### config.mk
export PLATFORM = sky130hd
export DESIGN_NAME = gld_peak_fifo
export DESIGN_NICKNAME = d
export VERILOG_FILES = /design/src/sv/gld_pkg.sv /design/src/sv/gld_peak_fifo.sv
export SDC_FILE = /design/constraint.sdc
export NUM_CORES = 1
export LEC_CHECK = 0
export ABC_AREA = 0
export BUFFER_PORTS_ARGS = -buffer_cell sky130_fd_sc_hd__buf_2
export CAP_MARGIN = 5
export CELL_PAD_IN_SITES_DETAIL_PLACEMENT = 1
export CELL_PAD_IN_SITES_GLOBAL_PLACEMENT = 2
export CORE_ASPECT_RATIO = 0.9
export CORE_MARGIN = 2
export CORE_UTILIZATION = 29
export CTS_CLUSTER_DIAMETER = 150
export CTS_CLUSTER_SIZE = 24
export DETAILED_ROUTE_END_ITERATION = 10
export GPL_TIMING_DRIVEN = 1
export MAX_ROUTING_LAYER = met4
export PLACE_DENSITY = 0.74
export SYNTH_ARGS = -nofsm -noshare
export SYNTH_HDL_FRONTEND = slang
export SYNTH_SLANG_ARGS = --single-unit
### constraint.sdc
create_clock -name clk -period 3.8 [get_ports clk]
set_input_delay 0.38 -clock clk [delete_from_list [all_inputs] [get_ports clk]]
set_output_delay 0.38 -clock clk [all_outputs]
set_load 0.02 [all_outputs]
### src/sv/gld_pkg.sv
// shared constants for the grid local maximum detector
package gld_pkg;

  // default sizes handed to the top level
  localparam int MAX_DIM_DEF    = 64;
  localparam int VALUE_BITS_DEF = 32;

  // result queue: depth is a power of two, up to three results per word
  localparam int PEAK_FIFO_DEPTH = 8;
  localparam int MAX_PEAKS       = 3;

  // configuration register indexes
  typedef enum logic [0:0] {
    REG_GRID_ROWS = 1'b0,
    REG_GRID_COLS = 1'b1
  } reg_idx_t;

endpackage

### src/sv/gld_peak_fifo.sv
// result queue that packs up to three peak reports per cycle in the order of their push slots
module gld_peak_fifo #(
  parameter int IW = $clog2(gld_pkg::MAX_DIM_DEF)
) (
  input  logic          clk,
  input  logic          rst_n,
  input  logic [2:0]    push_hit,
  input  logic [IW-1:0] push_row [gld_pkg::MAX_PEAKS],
  input  logic [IW-1:0] push_col [gld_pkg::MAX_PEAKS],
  output logic [$clog2(gld_pkg::PEAK_FIFO_DEPTH+1)-1:0] count_r,
  output logic          out_valid,
  input  logic          out_ready,
  output logic [IW-1:0] out_peak_row,
  output logic [IW-1:0] out_peak_col,
  output logic          out_last_of_run
);

  localparam int DEPTH = gld_pkg::PEAK_FIFO_DEPTH;
  localparam int PW    = $clog2(DEPTH);
  localparam int NW    = $clog2(DEPTH + 1);

  logic [IW-1:0] ent_row_r  [DEPTH];
  logic [IW-1:0] ent_col_r  [DEPTH];
  logic          ent_last_r [DEPTH];
  logic [PW-1:0] wr_ptr_r, wr_ptr_nxt;
  logic [PW-1:0] rd_ptr_r, rd_ptr_nxt;
  logic [NW-1:0] count_nxt;
  logic [1:0]    slot_off [gld_pkg::MAX_PEAKS];
  logic [1:0]    push_n;
  logic          is_last [gld_pkg::MAX_PEAKS];
  logic          pop;

  // slot of each hit among this cycle's hits, and which one closes the run
  always_comb begin
    slot_off[0] = 2'd0;
    slot_off[1] = {1'b0, push_hit[0]};
    slot_off[2] = 2'(push_hit[0]) + 2'(push_hit[1]);
    push_n      = slot_off[2] + 2'(push_hit[2]);
    is_last[0]  = push_hit[0] && !push_hit[1] && !push_hit[2];
    is_last[1]  = push_hit[1] && !push_hit[2];
    is_last[2]  = push_hit[2];
  end

  assign pop        = out_valid && out_ready;
  assign wr_ptr_nxt = wr_ptr_r + PW'(push_n);
  assign rd_ptr_nxt = rd_ptr_r + PW'(pop);
  assign count_nxt  = count_r + NW'(push_n) - NW'(pop);

  // pointers and fill count
  always_ff @(posedge clk) begin
    if (!rst_n) begin
      wr_ptr_r <= '0;
      rd_ptr_r <= '0;
      count_r  <= '0;
    end else begin
      wr_ptr_r <= wr_ptr_nxt;
      rd_ptr_r <= rd_ptr_nxt;
      count_r  <= count_nxt;
    end
  end

  // entry writes
  always_ff @(posedge clk) begin
    for (int k = 0; k < gld_pkg::MAX_PEAKS; k++) begin
      if (push_hit[k]) begin
        ent_row_r[wr_ptr_r + PW'(slot_off[k])]  <= push_row[k];
        ent_col_r[wr_ptr_r + PW'(slot_off[k])]  <= push_col[k];
        ent_last_r[wr_ptr_r + PW'(slot_off[k])] <= is_last[k];
      end
    end
  end

  // head of the queue
  assign out_valid       = (count_r != '0);
  assign out_peak_row    = ent_row_r[rd_ptr_r];
  assign out_peak_col    = ent_col_r[rd_ptr_r];
  assign out_last_of_run = ent_last_r[rd_ptr_r];

endmodule

==> out/results.ini, run 1 <==
[timing]
final.setup_skew_ns=0.0125
finalCritPeriodShare_pct=80.7
worst_pin_slew_ns=1.05
max_slew_margin_pct=29.6
setup_tns_ns=0
finalSetupViolCount=0
rsz0062_at_grt=no
finalMaxSlewViolations=0
final_hold_viol_count=0
max_clock_freq_mhz=326
min_period_ns=3.07

[floorplanning]
fp.dieH_um=157
dieArea_mm2=0.0275
die_w_um=174
design.core.area_mm2=0.0259
rows=56
start_util_pct=29.3
io_pins=60

[worst_setup_path]
reg2reg_depth=7
critical_path_class=register to register
slowest_stage=ha_1
crit_chain=ha_1 > ha_1 > buf_4 > and3b_1 > a32oi_1 > nand2_1 > buf_4
startpoint_type=register
slowest_delay_ns=0.69
path_max_fanout=18
r2r_slack_ns=0.73
crit_required_ns=3.97
cp.arrival_ns=3.24
reg2reg_to=ent_col_r[1][3]$_DFFE_PP_
end_kind=register
r2r_start=wr_ptr_r[0]$_SDFF_PN0_

[cts]
cts_resized=0
holdBufCountCts=0
path_clk_slew_ns=0.06
numCtsBuffers=17
cts_buffer_depth=2
cts_root_buf=clkbuf_16
htreeDepth=4
cts_tree=done
clock_sinks=114
clk_latency_ns=0.43
post_cts_buffers=0

[global_routing]
grt_overflow=0
grt_pass1_vias=7052
antenna_found_initial=0
grt_max_degree=52
grt_pass1_wl_mm=45.6
grt.total_usage_pct=23.2

[worst_hold_path]
hp-start=rst_n
hold_end=rd_ptr_r[0]$_SDFF_PN0_
hold_class=primary input to register
hold_depth=2

[route]
detail-route-antenna-nets=0
vias_per_cell=5.91
drt_iter0_markers=866
num_vias=6855
drt-wirelength-per-cell_um=26.1
drc=0
dr.pass1.iters=5
routed_wl_mm=30.3

[layout]
areaGrowthSynthToFinish_pct=17.3
nets=859
drive_gt1_share_pct=22.3
fin_util_pct=34.4
n_fill_cell=2909
final_common_cell=edfxtp_1
most-common-layout-cells=104 x edfxtp_1, 96 x nor3_1, 96 x a31oi_1
n_antenna_cell=0

[run]
maxCapViolCount=0

[logic_synthesis]
syn_area_per_cell_um2=9.81
synth_area_mm2=0.00758
ys_seq_area_share_pct=43.8
yosysWarnings=0
ys_top_cells_by_area=edfxtp_1 41%, a31oi_1 7.9%, mux4_2 7.7%, nor3_1 6.3%, o21ai_1 4.1%
ys.flop_type=edfxtp_1
synth.distinct_cells=39
yosysTopAreaCell=edfxtp_1
ys_ff_latch=114
synthesis.nets=833
synth_top_area_share_pct=41.2
netlist_instances=773
synth-edff-count=104
async_reset_ff_share_pct=0

[placed_design]
io_buffers=59
gp_congestion=0.827
dp_hpwl_mm=19.0

[status]
status=completed

[power_and_ir_drop]
switching_share_pct=39.0
power_frac_clock_pct=27.7
vdd_ir_drop_max_mv=0.366
power.share.combinational_pct=41.5
p_per_area_mw_per_mm2=713
p_leak_nw=2.95
switchingPower_w=0.00247
power.internal_w=0.00387
power_frac_seq_pct=30.8

-- worst max path at each step --
stage,end,start,depth (start not counted)
floorplan,ent_col_r[0][0]$_DFFE_PP_,push_hit[1],13
global placement,ent_col_r[1][3]$_DFFE_PP_,push_hit[0],8
detailed placement,ent_row_r[5][2]$_DFFE_PP_,push_hit[0],10
CTS,ent_col_r[1][3]$_DFFE_PP_,wr_ptr_r[0]$_SDFF_PN0_,7
global route,ent_col_r[1][3]$_DFFE_PP_,wr_ptr_r[0]$_SDFF_PN0_,7
finish,ent_col_r[1][3]$_DFFE_PP_,wr_ptr_r[0]$_SDFF_PN0_,7
-- routing by layer --
layer,vias to the layer above,GRT usage (%),part of all wire [%]
met5,-,-,0
met4,0,7.40,2.0
met3,41,3.62,6.8
met2,306,35.4,46
met1,3474,31.7,45
li1,3034,-,-
-- registers in the layout (all words and copies together), names as in the netlist --
register	count
ent_col_r	48
ent_row_r	48
ent_last_r	8
count_r	4
rd_ptr_r	3
wr_ptr_r	3
-- power groups by stage --
stage	Sequential, W	Combinational (W)	Clock (W)
global route	0.00199	0.00282	0.00182
CTS	0.00196	0.00263	0.00177
finish	0.00195	0.00263	0.00176
floorplan	0.00188	0.00174	0
global placement	0.00197	0.00258	0
detailed placement	0.00197	0.00261	0
-- synthesized netlist by cell type, types with 5 or more instances --
master,count
nand2_1,57
and4b_1,24
ha_1,14
buf_6,7
dfxtp_1,10
edfxtp_1,104
o21ai_1,62
mux2_2,13
a21oi_1,9
and2_1,9
clkbuf_1,53
buf_1,11
nor3_1,96
buf_2,26
inv_1,13
o21ai_0,42
nand3_1,50
nand2b_1,5
a31oi_1,96
mux4_2,26
-- layout make-up --
type,count,area [um^2],area share (%)
clock buffer,20,437,4.91
clock inverter,12,188,2.11
inverter,13,48.8,0.549
multi-input combinational,545,3790,42.6
sequential,114,3320,37.4
tap,348,435,4.89
timing repair buffer,108,676,7.59
-- through the flow --
step	setup slack (ns)	std cells	hold slack, ns	cell area [um^2]	power, W
floorplan	0.228	773	0.535	7580	0.00363
global placement	0.634	1128	0.635	8270	0.00455
detailed placement	0.571	1128	0.664	8270	0.00459
CTS	0.771	1160	0.294	8900	0.00636
global route	0.606	1160	0.308	8900	0.00662
finish	0.734	1160	0.290	8900	0.00634
-- critical path, delay by kind of cell (launching register included) --
kind                     cells  cell delay [ns]
AO/OA/AOI/OAI                1             0.22
adder cells (fa/ha/maj)      2             0.91
buffers and inverters        2             0.70
flip-flops                   1             0.39
AND/OR/NAND/NOR              2             0.57
-- cell families (layout without fill, tap and decap cells) --
logic type / count (synthesis) / count (layout) / synth area share, %
adder cells (fa/ha/maj): 18 / 18 / 3.37
AO/OA/AOI/OAI: 218 / 218 / 16.3
AND/OR/NAND/NOR: 262 / 262 / 18.7
buffers and inverters: 114 / 153 / 6.96
XOR/XNOR: 7 / 7 / 1.01
flip-flops: 114 / 114 / 43.8
multiplexers: 40 / 40 / 9.78
No activity file was read; power rests on OpenSTA's default activity.
==> run 2: changes to the inputs <==
clock period = 2.6 ns   (was 3.8 ns; I/O delays follow)
==> run 2 against run 1 <==
Effect of this change: sequential cell count stayed put; critical endpoint is now ent_row_r[7][5]$_DFFE_PP_; fmax is 28% higher; final area is 2.9% higher; clock power is 40% higher; setup slack worse by 0.53 ns.
==> out/results.ini, run 2 (synthesis gave the netlist of run 1 again) <==
[cts]
cts_buffer_depth=2  ; unchanged
holdBufCountCts=0  ; unchanged
cts_resized=0  ; unchanged
cts_root_buf=clkbuf_16
post_cts_buffers=0  ; unchanged
cts_tree=done
numCtsBuffers=17  ; unchanged
path_clk_slew_ns=0.06  ; about the same
clock_sinks=114  ; unchanged
htreeDepth=4  ; unchanged
clk_latency_ns=0.43  ; about the same

[placed_design]
dp_hpwl_mm=19.3  ; +1.6%
io_buffers=59  ; unchanged
post_dp_cell_area_mm2=0.00855  ; +3.4%
gp_congestion=0.825  ; -0.23%
dp.cells=1147  ; +1.7%

[power_and_ir_drop]
power_frac_clock_pct=26.3  ; -1.4 points
vdd_ir_drop_max_mv=0.620  ; +69%
power_frac_seq_pct=29.9  ; -0.9 points
switching_share_pct=39.2  ; +0.21 points
power.share.combinational_pct=43.9  ; +2.4 points
switchingPower_w=0.00370  ; +49%
p_leak_nw=3.06  ; +3.6%
power.internal_w=0.00572  ; +48%
p_per_area_mw_per_mm2=1030  ; +44%

[route]
detail-route-antenna-nets=0  ; unchanged
dr.pass1.iters=5  ; unchanged
num_vias=7065  ; +3.1%
vias_per_cell=5.99  ; +1.4%
routed_wl_mm=30.1  ; -0.60%
drt_iter0_markers=713  ; -18%
drc=0  ; unchanged
drt-wirelength-per-cell_um=25.5  ; -2.2%

[worst_setup_path]
critical_path_class=register to register
path_depth=7  ; unchanged
slowest_stage=ha_1
cp.arrival_ns=2.52  ; -0.72 ns
end_kind=register
worstSetupStartpoint=wr_ptr_r[0]$_SDFF_PN0_
crit_family=buffers and inverters
crit_chain=buf_4 > ha_1 > ha_1 > buf_4 > nand3_1 > o211ai_1 > buf_4
cp_common_cell=buf_4
crit_required_ns=2.72  ; -1.25 ns
slowest_delay_ns=0.43  ; -0.26 ns
r2r_start=wr_ptr_r[0]$_SDFF_PN0_
cp_num_buf_inv=3  ; +1
reg2reg_depth=7  ; unchanged
startpoint_type=register
path_max_fanout=15  ; -3

[timing]
max_clock_freq_mhz=417  ; +28%
finalSetupViolCount=0  ; unchanged
worst_pin_slew_ns=0.694  ; -0.361 ns
finalCritPeriodShare_pct=92.2  ; +12 points
final.setup_skew_ns=0.0106  ; -0.00193 ns
final_hold_viol_count=0  ; unchanged
max_slew_margin_pct=53.7  ; +24 points
rsz0062_at_grt=no
min_period_ns=2.40  ; -0.668 ns
finalMaxSlewViolations=0  ; unchanged

[run]
maxCapViolCount=0  ; unchanged

[floorplanning]
fp.dieH_um=157  ; unchanged
rows=56  ; unchanged
dieArea_mm2=0.0275  ; unchanged
io_pins=60  ; unchanged
design.core.area_mm2=0.0259  ; unchanged
start_util_pct=29.3  ; unchanged
die_w_um=174  ; unchanged

[global_routing]
grt_pass1_wl_mm=45.9  ; +0.70%
grt_pass1_vias=7154  ; +1.4%
grt_overflow=0  ; unchanged
antenna_found_initial=0  ; unchanged
grt.total_usage_pct=23.2  ; about the same
grt_max_degree=58  ; +12%

[worst_hold_path]
hp-start=rst_n
hold_depth=2  ; unchanged
hold_class=primary input to register

[layout]
layout.cells.non_filler=1179  ; +1.6%
design_area_mm2=0.00915  ; +2.9%
drive_gt1_share_pct=25.0  ; +2.7 points
most-common-layout-cells=104 x edfxtp_1, 96 x nor3_1, 96 x a31oi_1
nets=878  ; +2.2%
fin_util_pct=35.4  ; +0.98 points
areaGrowthSynthToFinish_pct=20.7
n_antenna_cell=0  ; unchanged
final_common_cell=edfxtp_1

[status]
status=completed

-- run 2: changes by cell type in the layout (fill, tap and decap cells not counted), sizes merged --
cell    previous run  this run
buf              108       127
bufinv             5         4
clkbuf            20        18
clkinv             7         9
inv               13        14
-- run 2: path summary, 6_finish.rpt --
kind                               endpoint  slack (ns)
setup / recovery  ent_row_r[7][5]$_DFFE_PP_        0.20
hold / removal       rd_ptr_r[0]$_SDFF_PN0_        0.18
hold reg to reg       count_r[0]$_SDFF_PN0_        0.65
setup reg to reg  ent_row_r[7][5]$_DFFE_PP_        0.20
-- run 2: power by group through the flow --
stage	clock network [W]	logic [W]	registers (W)
after floorplan	0	0.00261	0.00275
after global placement	0	0.00403	0.00284
after detailed placement	0	0.00410	0.00284
after CTS	0.00249	0.00412	0.00282
after global routing	0.00256	0.00442	0.00285
final	0.00247	0.00413	0.00281
-- run 2: stage by stage --
stage                     worst slack (ns)  hold slack, ns  TNS, ns  power (W)
after floorplan                     -0.561           0.415   -23.12    0.00536
after global placement             -0.0208           0.616   -0.207    0.00687
after detailed placement           -0.0661           0.631   -0.952    0.00695
after CTS                            0.216           0.175        0    0.00943
after global routing                0.0404           0.183        0    0.00983
final                                0.202           0.179        0    0.00942
-- run 2: metal layers --
metal	routed length [um]	GRT usage, %
met1	13400	30.9
met2	13900	36.2
met3	2010	4.01
met4	761	7.32
met5	0	-
-- run 2: cell type report --
| type | instances | area (um^2) |
|---|---|---|
| clock inverter | 14 | 168 |
| clock buffer | 18 | 429 |
| sequential | 114 | 3320 |
| tap | 348 | 435 |
| inverter | 13 | 51.3 |
| multi-input combinational | 545 | 3860 |
| timing repair buffer | 127 | 881 |
| fill | 2932 | 16700 |
